$ cat config.mk
export PLATFORM = sky130hd
export DESIGN_NAME = hsv_to_rgb_converter
export DESIGN_NICKNAME = d
export VERILOG_FILES = /design/src/hw/rtl/hsv_pkg.sv /design/src/hw/rtl/hsv_hue_split.sv /design/src/hw/rtl/hsv_term_route.sv /design/src/hw/rtl/hsv_level_scale.sv /design/src/hw/rtl/hsv_to_rgb_converter.sv
export SDC_FILE = /design/constraint.sdc
export NUM_CORES = 2
export LEC_CHECK = 0
export BUFFER_PORTS_ARGS = -buffer_cell sky130_fd_sc_hd__buf_2
export CAP_MARGIN = 25
export CORE_UTILIZATION = 55
export CTS_BUF_LIST = sky130_fd_sc_hd__clkbuf_16
export CTS_CLUSTER_SIZE = 12
export DETAILED_ROUTE_END_ITERATION = 8
export GPL_TIMING_DRIVEN = 0
export HOLD_SLACK_MARGIN = 0.08
export PLACE_DENSITY_LB_ADDON = 0.05
export SLEW_MARGIN = 30
export SYNTH_ARGS = -nofsm -noshare
export SYNTH_HDL_FRONTEND = slang
export SYNTH_SLANG_ARGS = --single-unit
$ cat constraint.sdc
create_clock -name clock -period 14.5 [get_ports clock]
set_clock_uncertainty 0.05 [all_clocks]
set_input_delay 1.45 -clock clock [delete_from_list [all_inputs] [get_ports clock]]
set_output_delay 1.45 -clock clock [all_outputs]
set_load 0.005 [all_outputs]
$ cat src/hw/rtl/hsv_pkg.sv
// Shared types and constants for the HSV to RGB converter.
// No dependencies; imported by every module of the block.
package hsv_pkg;

   localparam int HUE_W      = 12;
   localparam int FRAC_W     = 10;
   localparam int LEVEL_W    = 8;
   localparam int REM_W      = 6;
   localparam int QUO60_W    = 7;
   localparam int TERM_W     = 16;
   localparam int PROD_W     = 26;
   localparam int SCALED_W   = 22;
   localparam int DIV_REM_W  = 15;
   localparam int PIPE_DEPTH = 7;

   localparam logic [FRAC_W-1:0]  FULL_SCALE   = 10'd1000;
   localparam logic [REM_W-1:0]   SPAN         = 6'd60;
   localparam logic [14:0]        RECIP60      = 15'd17477;
   localparam int                 RECIP60_SH   = 20;
   localparam logic [5:0]         RECIP6       = 6'd43;
   localparam int                 RECIP6_SH    = 8;
   localparam logic [2:0]         SEXT_COUNT   = 3'd6;
   localparam logic [TERM_W-1:0]  TOP_TERM     = 16'd60000;
   localparam logic [4:0]         LEVEL_MUL    = 5'd17;
   localparam int                 LEVEL_SH     = 8;
   localparam logic [13:0]        LEVEL_DIV    = 14'd15625;
   localparam logic [18:0]        RECIP_DIV    = 19'd274877;
   localparam int                 RECIP_DIV_SH = 32;
   localparam logic [LEVEL_W-1:0] LEVEL_MAX    = 8'd255;

   typedef enum logic [2:0] {
      SEXT_RED_YEL = 3'd0,
      SEXT_YEL_GRN = 3'd1,
      SEXT_GRN_CYN = 3'd2,
      SEXT_CYN_BLU = 3'd3,
      SEXT_BLU_MAG = 3'd4,
      SEXT_MAG_RED = 3'd5
   } sextant_type;

   typedef struct packed {
      logic [REM_W-1:0]  rem;
      sextant_type       sext;
      logic [FRAC_W-1:0] sat;
      logic [FRAC_W-1:0] val;
   } split_type;

   typedef struct packed {
      logic [TERM_W-1:0] red;
      logic [TERM_W-1:0] green;
      logic [TERM_W-1:0] blue;
      logic [FRAC_W-1:0] val;
   } term_type;

endpackage

$ cat src/hw/rtl/hsv_hue_split.sv
// Two pipeline stages: hue mod 360 split into sextant and remainder,
// saturation and brightness clamped. Depends on hsv_pkg.
module hsv_hue_split import hsv_pkg::*; (
   input  logic              clock,
   input  logic              en,
   input  logic [HUE_W-1:0]  hue,
   input  logic [FRAC_W-1:0] sat,
   input  logic [FRAC_W-1:0] val,
   output split_type         split
);

   logic [HUE_W-1:0]   hue_ff;
   logic [QUO60_W-1:0] q60_ff, q60_in;
   logic [FRAC_W-1:0]  sat_ff, sat_in;
   logic [FRAC_W-1:0]  val_ff, val_in;
   split_type          split_ff, split_in;

   logic [26:0]        hue_prod;
   logic [12:0]        q_span;
   logic [12:0]        rem_full;
   logic [12:0]        q6_prod;
   logic [4:0]         q6;
   logic [QUO60_W-1:0] q6_span;
   logic [QUO60_W-1:0] sext_full;

   // stage 1: hue / 60 by reciprocal, exact for 12-bit hue
   always_comb begin
      hue_prod = 27'(hue) * 27'(RECIP60);
      q60_in   = QUO60_W'(hue_prod >> RECIP60_SH);
      sat_in   = (sat > FULL_SCALE) ? FULL_SCALE : sat;
      val_in   = (val > FULL_SCALE) ? FULL_SCALE : val;
   end

   // stage 2: remainder, and quotient mod 6 for the sextant
   always_comb begin
      q_span        = 13'(q60_ff) * 13'(SPAN);
      rem_full      = 13'(hue_ff) - q_span;
      q6_prod       = 13'(q60_ff) * 13'(RECIP6);
      q6            = 5'(q6_prod >> RECIP6_SH);
      q6_span       = QUO60_W'(q6) * QUO60_W'(SEXT_COUNT);
      sext_full     = q60_ff - q6_span;
      split_in.rem  = rem_full[REM_W-1:0];
      split_in.sext = sextant_type'(sext_full[2:0]);
      split_in.sat  = sat_ff;
      split_in.val  = val_ff;
   end

   always_ff @(posedge clock) begin
      if (en) begin
         hue_ff   <= hue;
         q60_ff   <= q60_in;
         sat_ff   <= sat_in;
         val_ff   <= val_in;
         split_ff <= split_in;
      end
   end

   assign split = split_ff;

endmodule

$ cat src/hw/rtl/hsv_term_route.sv
// One pipeline stage: forms the three channel terms over 60000 and
// routes them by sextant. Depends on hsv_pkg.
module hsv_term_route import hsv_pkg::*; (
   input  logic      clock,
   input  logic      en,
   input  split_type split,
   output term_type  term
);

   term_type          term_ff, term_in;
   logic [TERM_W-1:0] s_rem;
   logic [REM_W-1:0]  rem_c;
   logic [TERM_W-1:0] s_remc;
   logic [FRAC_W-1:0] sat_c;
   logic [TERM_W-1:0] lo_t, fall_t, rise_t;

   always_comb begin
      s_rem   = TERM_W'(split.sat) * TERM_W'(split.rem);
      rem_c   = SPAN - split.rem;
      s_remc  = TERM_W'(split.sat) * TERM_W'(rem_c);
      sat_c   = FULL_SCALE - split.sat;
      lo_t    = TERM_W'(sat_c) * TERM_W'(SPAN);
      fall_t  = TOP_TERM - s_rem;
      rise_t  = TOP_TERM - s_remc;
      term_in.val = split.val;
      case (split.sext)
         SEXT_RED_YEL: begin
            term_in.red = TOP_TERM; term_in.green = rise_t;   term_in.blue = lo_t;
         end
         SEXT_YEL_GRN: begin
            term_in.red = fall_t;   term_in.green = TOP_TERM; term_in.blue = lo_t;
         end
         SEXT_GRN_CYN: begin
            term_in.red = lo_t;     term_in.green = TOP_TERM; term_in.blue = rise_t;
         end
         SEXT_CYN_BLU: begin
            term_in.red = lo_t;     term_in.green = fall_t;   term_in.blue = TOP_TERM;
         end
         SEXT_BLU_MAG: begin
            term_in.red = rise_t;   term_in.green = lo_t;     term_in.blue = TOP_TERM;
         end
         default: begin
            term_in.red = TOP_TERM; term_in.green = lo_t;     term_in.blue = fall_t;
         end
      endcase
   end

   always_ff @(posedge clock) begin
      if (en) begin
         term_ff <= term_in;
      end
   end

   assign term = term_ff;

endmodule

$ cat src/hw/rtl/hsv_level_scale.sv
// Four pipeline stages for one channel: floor(val * term * 255 / 6e7)
// by reciprocal estimate and one correction step. Depends on hsv_pkg.
module hsv_level_scale import hsv_pkg::*; (
   input  logic               clock,
   input  logic               en,
   input  logic [TERM_W-1:0]  term,
   input  logic [FRAC_W-1:0]  val,
   output logic [LEVEL_W-1:0] level
);

   logic [PROD_W-1:0]    prod_ff, prod_in;
   logic [SCALED_W-1:0]  scaled_ff, scaled_in;
   logic [SCALED_W-1:0]  scaled_d_ff;
   logic [LEVEL_W-1:0]   quo_ff, quo_in;
   logic [LEVEL_W-1:0]   level_ff, level_in;

   logic [30:0]          mul17;
   logic [40:0]          est;
   logic [SCALED_W-1:0]  back;
   logic [SCALED_W-1:0]  rem_full;
   logic [DIV_REM_W-1:0] rem;
   logic                 bump;
   logic [LEVEL_W:0]     sum;

   always_comb begin
      prod_in   = PROD_W'(val) * PROD_W'(term);
      // val*term*17/4e6, with 4e6 = 256 * 15625
      mul17     = 31'(prod_ff) * 31'(LEVEL_MUL);
      scaled_in = SCALED_W'(mul17 >> LEVEL_SH);
      // underestimate of scaled / 15625, off by at most one
      est       = 41'(scaled_ff) * 41'(RECIP_DIV);
      quo_in    = LEVEL_W'(est >> RECIP_DIV_SH);
      back      = SCALED_W'(quo_ff) * SCALED_W'(LEVEL_DIV);
      rem_full  = scaled_d_ff - back;
      rem       = rem_full[DIV_REM_W-1:0];
      bump      = (rem >= DIV_REM_W'(LEVEL_DIV));
      sum       = (LEVEL_W+1)'(quo_ff) + (LEVEL_W+1)'(bump);
      level_in  = sum[LEVEL_W] ? LEVEL_MAX : sum[LEVEL_W-1:0];
   end

   always_ff @(posedge clock) begin
      if (en) begin
         prod_ff     <= prod_in;
         scaled_ff   <= scaled_in;
         scaled_d_ff <= scaled_ff;
         quo_ff      <= quo_in;
         level_ff    <= level_in;
      end
   end

   assign level = level_ff;

endmodule

$ cat src/hw/rtl/hsv_to_rgb_converter.sv
// HSV to RGB converter, top level. Uses hsv_pkg, hsv_hue_split,
// hsv_term_route and hsv_level_scale.
// Data and stage valid bits move in step through hue split, term route and level scale up to rsp_tvalid.
// Throughput: one transaction per clock; the seven stages advance together
// and hold as a whole while rsp_tvalid is high and rsp_tready low.
// Reset: synchronous, clears the stage valid bits only; data regs are not reset.
module hsv_to_rgb_converter import hsv_pkg::*; (
   input  logic        clock,
   input  logic        reset,
   input  logic        req_tvalid,
   output logic        req_tready,
   input  logic [31:0] req_tdata,  // hue_degrees[11:0], saturation[21:12], value_level[31:22]
   output logic        rsp_tvalid,
   input  logic        rsp_tready,
   output logic [23:0] rsp_tdata   // red_level[7:0], green_level[15:8], blue_level[23:16]
);

   logic [PIPE_DEPTH-1:0] valid_ff, valid_in;
   logic                  adv;
   split_type             split;
   term_type              term;
   logic [LEVEL_W-1:0]    red_level, green_level, blue_level;

   assign adv        = !valid_ff[PIPE_DEPTH-1] || rsp_tready;
   assign req_tready = adv;
   assign rsp_tvalid = valid_ff[PIPE_DEPTH-1];
   assign valid_in   = {valid_ff[PIPE_DEPTH-2:0], req_tvalid};

   always_ff @(posedge clock) begin
      if (reset) begin
         valid_ff <= '0;
      end else if (adv) begin
         valid_ff <= valid_in;
      end
   end

   hsv_hue_split u_split (
      .clock (clock),
      .en    (adv),
      .hue   (req_tdata[HUE_W-1:0]),
      .sat   (req_tdata[HUE_W+FRAC_W-1:HUE_W]),
      .val   (req_tdata[HUE_W+2*FRAC_W-1:HUE_W+FRAC_W]),
      .split (split)
   );

   hsv_term_route u_route (
      .clock (clock),
      .en    (adv),
      .split (split),
      .term  (term)
   );

   hsv_level_scale u_red (
      .clock (clock),
      .en    (adv),
      .term  (term.red),
      .val   (term.val),
      .level (red_level)
   );

   hsv_level_scale u_green (
      .clock (clock),
      .en    (adv),
      .term  (term.green),
      .val   (term.val),
      .level (green_level)
   );

   hsv_level_scale u_blue (
      .clock (clock),
      .en    (adv),
      .term  (term.blue),
      .val   (term.val),
      .level (blue_level)
   );

   assign rsp_tdata = {blue_level, green_level, red_level};

`ifndef ASSERT_OFF
   a_stall_holds_valids: assert property (@(posedge clock) disable iff (reset)
      !adv |=> $stable(valid_ff))
      else $error("pipeline valid bits moved during a stall");

   a_reset_empties_pipe: assert property (@(posedge clock)
      reset |=> (valid_ff == '0))
      else $error("valid bits not cleared by reset");

   a_accept_enters_pipe: assert property (@(posedge clock) disable iff (reset)
      (req_tvalid && req_tready) |=> valid_ff[0])
      else $error("accepted transaction did not enter the first stage");
`endif

endmodule
==> summary.txt <==
status - finished, final reports clean
Via Count - 42000
relative slew slack - 0.344
Routed WL - 133 mm
Post-CTS Setup Bufs - 0
nature of the critical path startpoint - register
vias in the first global route - 44400
Port Buffers - 61
CP required - 14.81 ns
num ports - 62
Ys Warns - 0
Max Fclk - 138 MHz
ANT cells - 0
most common cell after layout, fill and taps aside - inv_1
Root Buffer - clkbuf_16
RSZ-0062 raised after global routing - no
CTS tree - built
largest net degree at the start of global routing - 98
Reg clk slew, reported paths - 0.06 ns
Synth Instances - 6365
# nets final - 8521
Site Rows - 123
Synth Register Bits - 364
die width - 340 um
Area Overhead vs Synth - 6.27%
post-layout util - 0.591
Syn Nets - 8406
core area - 0.113 sq mm
hpwl dp - 111 mm
reg2reg setup slack - 7.27 ns
Slew @ Worst Pin - 0.984 ns
Final GP Congestion - 0.956
Hold-fix buffers, CTS - 0
crit path DAT - 7.54 ns
CTS Buffer Depth - 3
most frequent cells in the layout - 1645 x inv_1, 1090 x ha_1, 915 x fa_1, 442 x nand2_1, 357 x edfxtp_1
crit path capture type - register
Cell Area, Synth - 0.0627 sq mm
crit path capture - u_red.prod_ff[25]
crit-path max FO - 10
Post-synth EDFFs - 357
First-pass DRT Iterations - 6
crit path from - u_route.term[4]
worst min path class - register to register
Post-synth ARST share - 0
routed length per placed instance - 16.6 um
number of vias per cell - 5.24
final worst-path cycle share - 0.499
FF-to-FF End - u_red.prod_ff[25]
Initial Utilization - 0.556
grt ovf - 0
top_reg_cell synth - edfxtp_1
Reg2Reg Depth - 18
first-pass GRT wire length - 224 mm
Remaining DRCs - 0
max_cap viols - 0
Final Hold Fails - 0
DRT iter0 DRCs - 2062
Num CTS Buffers - 48
worst-skew pair later-pin latency - 0.65 ns
Finish-stage setup viols - 0
H-tree depth - 2
initial antenna violation count - 2
Die Area - 0.115 sq mm
post-route ant nets - 0
Max Slew Vio Count - 0
overall global routing resource usage - 0.241
part of the Yosys area used for sequential elements - 0.173
worst r2r src - u_route.term[4]
crit path kind - register to register
time the worst path needs with I/O delays and setup - 7.23 ns
unique cell type count in the Yosys netlist - 90
layout cells sized above 1 - 0.0311
TNS Setup - 0 ns
Post-Syn Area per Cell - 9.86 sq um
final hold slack - 0.367 ns
post_cts resized - 0
clock net sink count - 364
die height - 340 um
-- per-layer routing --
| metal | GRT usage | routed length (um) | up-vias |
|---|---|---|---|
| li1 | - | - | 20400 |
| met1 | 0.328 | 61600 | 20800 |
| met2 | 0.416 | 64100 | 660 |
| met3 | 0.0206 | 4060 | 178 |
| met4 | 0.0617 | 3300 | 0 |
| met5 | 0 | 0 | - |
-- logic make-up (layout without fill, tap and decap cells) --
| kind of cell | after synthesis | count (layout) | synth area share |
|---|---|---|---|
| DFF | 364 | 364 | 0.173 |
| AOI/OAI and AO/OA | 686 | 686 | 0.0751 |
| buffers and inverters | 1784 | 1939 | 0.107 |
| xor gates and xnor gates | 259 | 259 | 0.0362 |
| and+or+nand+nor | 1262 | 1262 | 0.0986 |
| muxes | 5 | 5 | 0.000838 |
| adders and majority gates | 2005 | 2005 | 0.509 |
-- worst max-delay path, stage by stage (launching register included) --
cell       delay [ns]
edfxtp_1         0.50
clkbuf_1         0.60
clkbuf_1         0.75
nand2_1          0.18
fa_1             0.56
fa_1             0.55
inv_1            0.05
fa_1             0.38
fa_1             0.53
fa_1             0.41
ha_1             0.39
o21a_1           0.14
o21ai_0          0.12
or4_1            0.48
o32ai_1          0.49
o21ai_1          0.21
o2111ai_1        0.26
a21oi_1          0.11
xnor2_1          0.16
-- cell usage after synthesis (30+ instances only) --
master,number,area [sq um]
a211oi_1,33,248
a21o_1,81,608
a21oi_1,176,881
and2_1,294,1840
and3_1,36,225
clkbuf_1,137,514
edfxtp_1,357,10700
fa_1,915,18300
ha_1,1090,13600
inv_1,1639,6150
nand2_1,442,1660
nand2b_1,33,206
nand3_1,58,290
nor2_1,191,717
nor2b_1,30,188
nor3_1,84,420
o21a_1,49,368
o21ai_0,118,591
xnor2_1,194,1700
xor2_1,65,569
-- sequential cells by signal, summed over array words and instances (netlist names), 10 cells and up --
name and count:
u_route.term 58, u_red.scaled_ff 22, u_red.prod_ff 26, u_split.split 29
u_blue.scaled_ff 22, u_red.scaled_d_ff 15, u_split.val_ff 10, u_split.sat_ff 10
u_green.scaled_ff 22, u_blue.scaled_d_ff 15, u_blue.prod_ff 26, u_green.scaled_d_ff 15
u_green.prod_ff 26
-- how the worst min path moves through the flow --
stage / startpoint / slack (ns) / endpoint / cells past startpoint
after floorplan: u_split.split[0] / 0.35 / u_route.term[0] / 0
after global placement: u_split.sat_ff[9] / 0.35 / u_split.split[19] / 0
after detailed placement: u_split.split[7] / 0.35 / u_route.term[7] / 0
after CTS: u_split.split[7] / 0.37 / u_route.term[7] / 0
after global routing: u_split.sat_ff[8] / 0.37 / u_split.split[18] / 0
final: u_split.val_ff[0] / 0.37 / u_split.split[0] / 0
-- per-stage QoR --
step	worst slack [ns]	instances	instance area, sq um
after floorplan	4.38	6365	62700
after global placement	0.0589	7926	64900
after detailed placement	7.33	7930	65000
final	7.27	8020	66700
after global routing	6.86	8020	66700
after CTS	7.33	8020	66700
-- final cells by class --
type,instances,area (sq um)
fillers,9913,46100
multi-input cells,4217,45200
flip-flops and latches,364,10900
inverters,1639,6160
well taps,1500,1880
clock buffers,49,1230
plain buffers,145,546
clock inverters,41,417
repair buffers,65,399
Power is left out: the tool's default activity adds up to more than one toggle a clock period on the data nets, which glitch-free logic cannot reach.
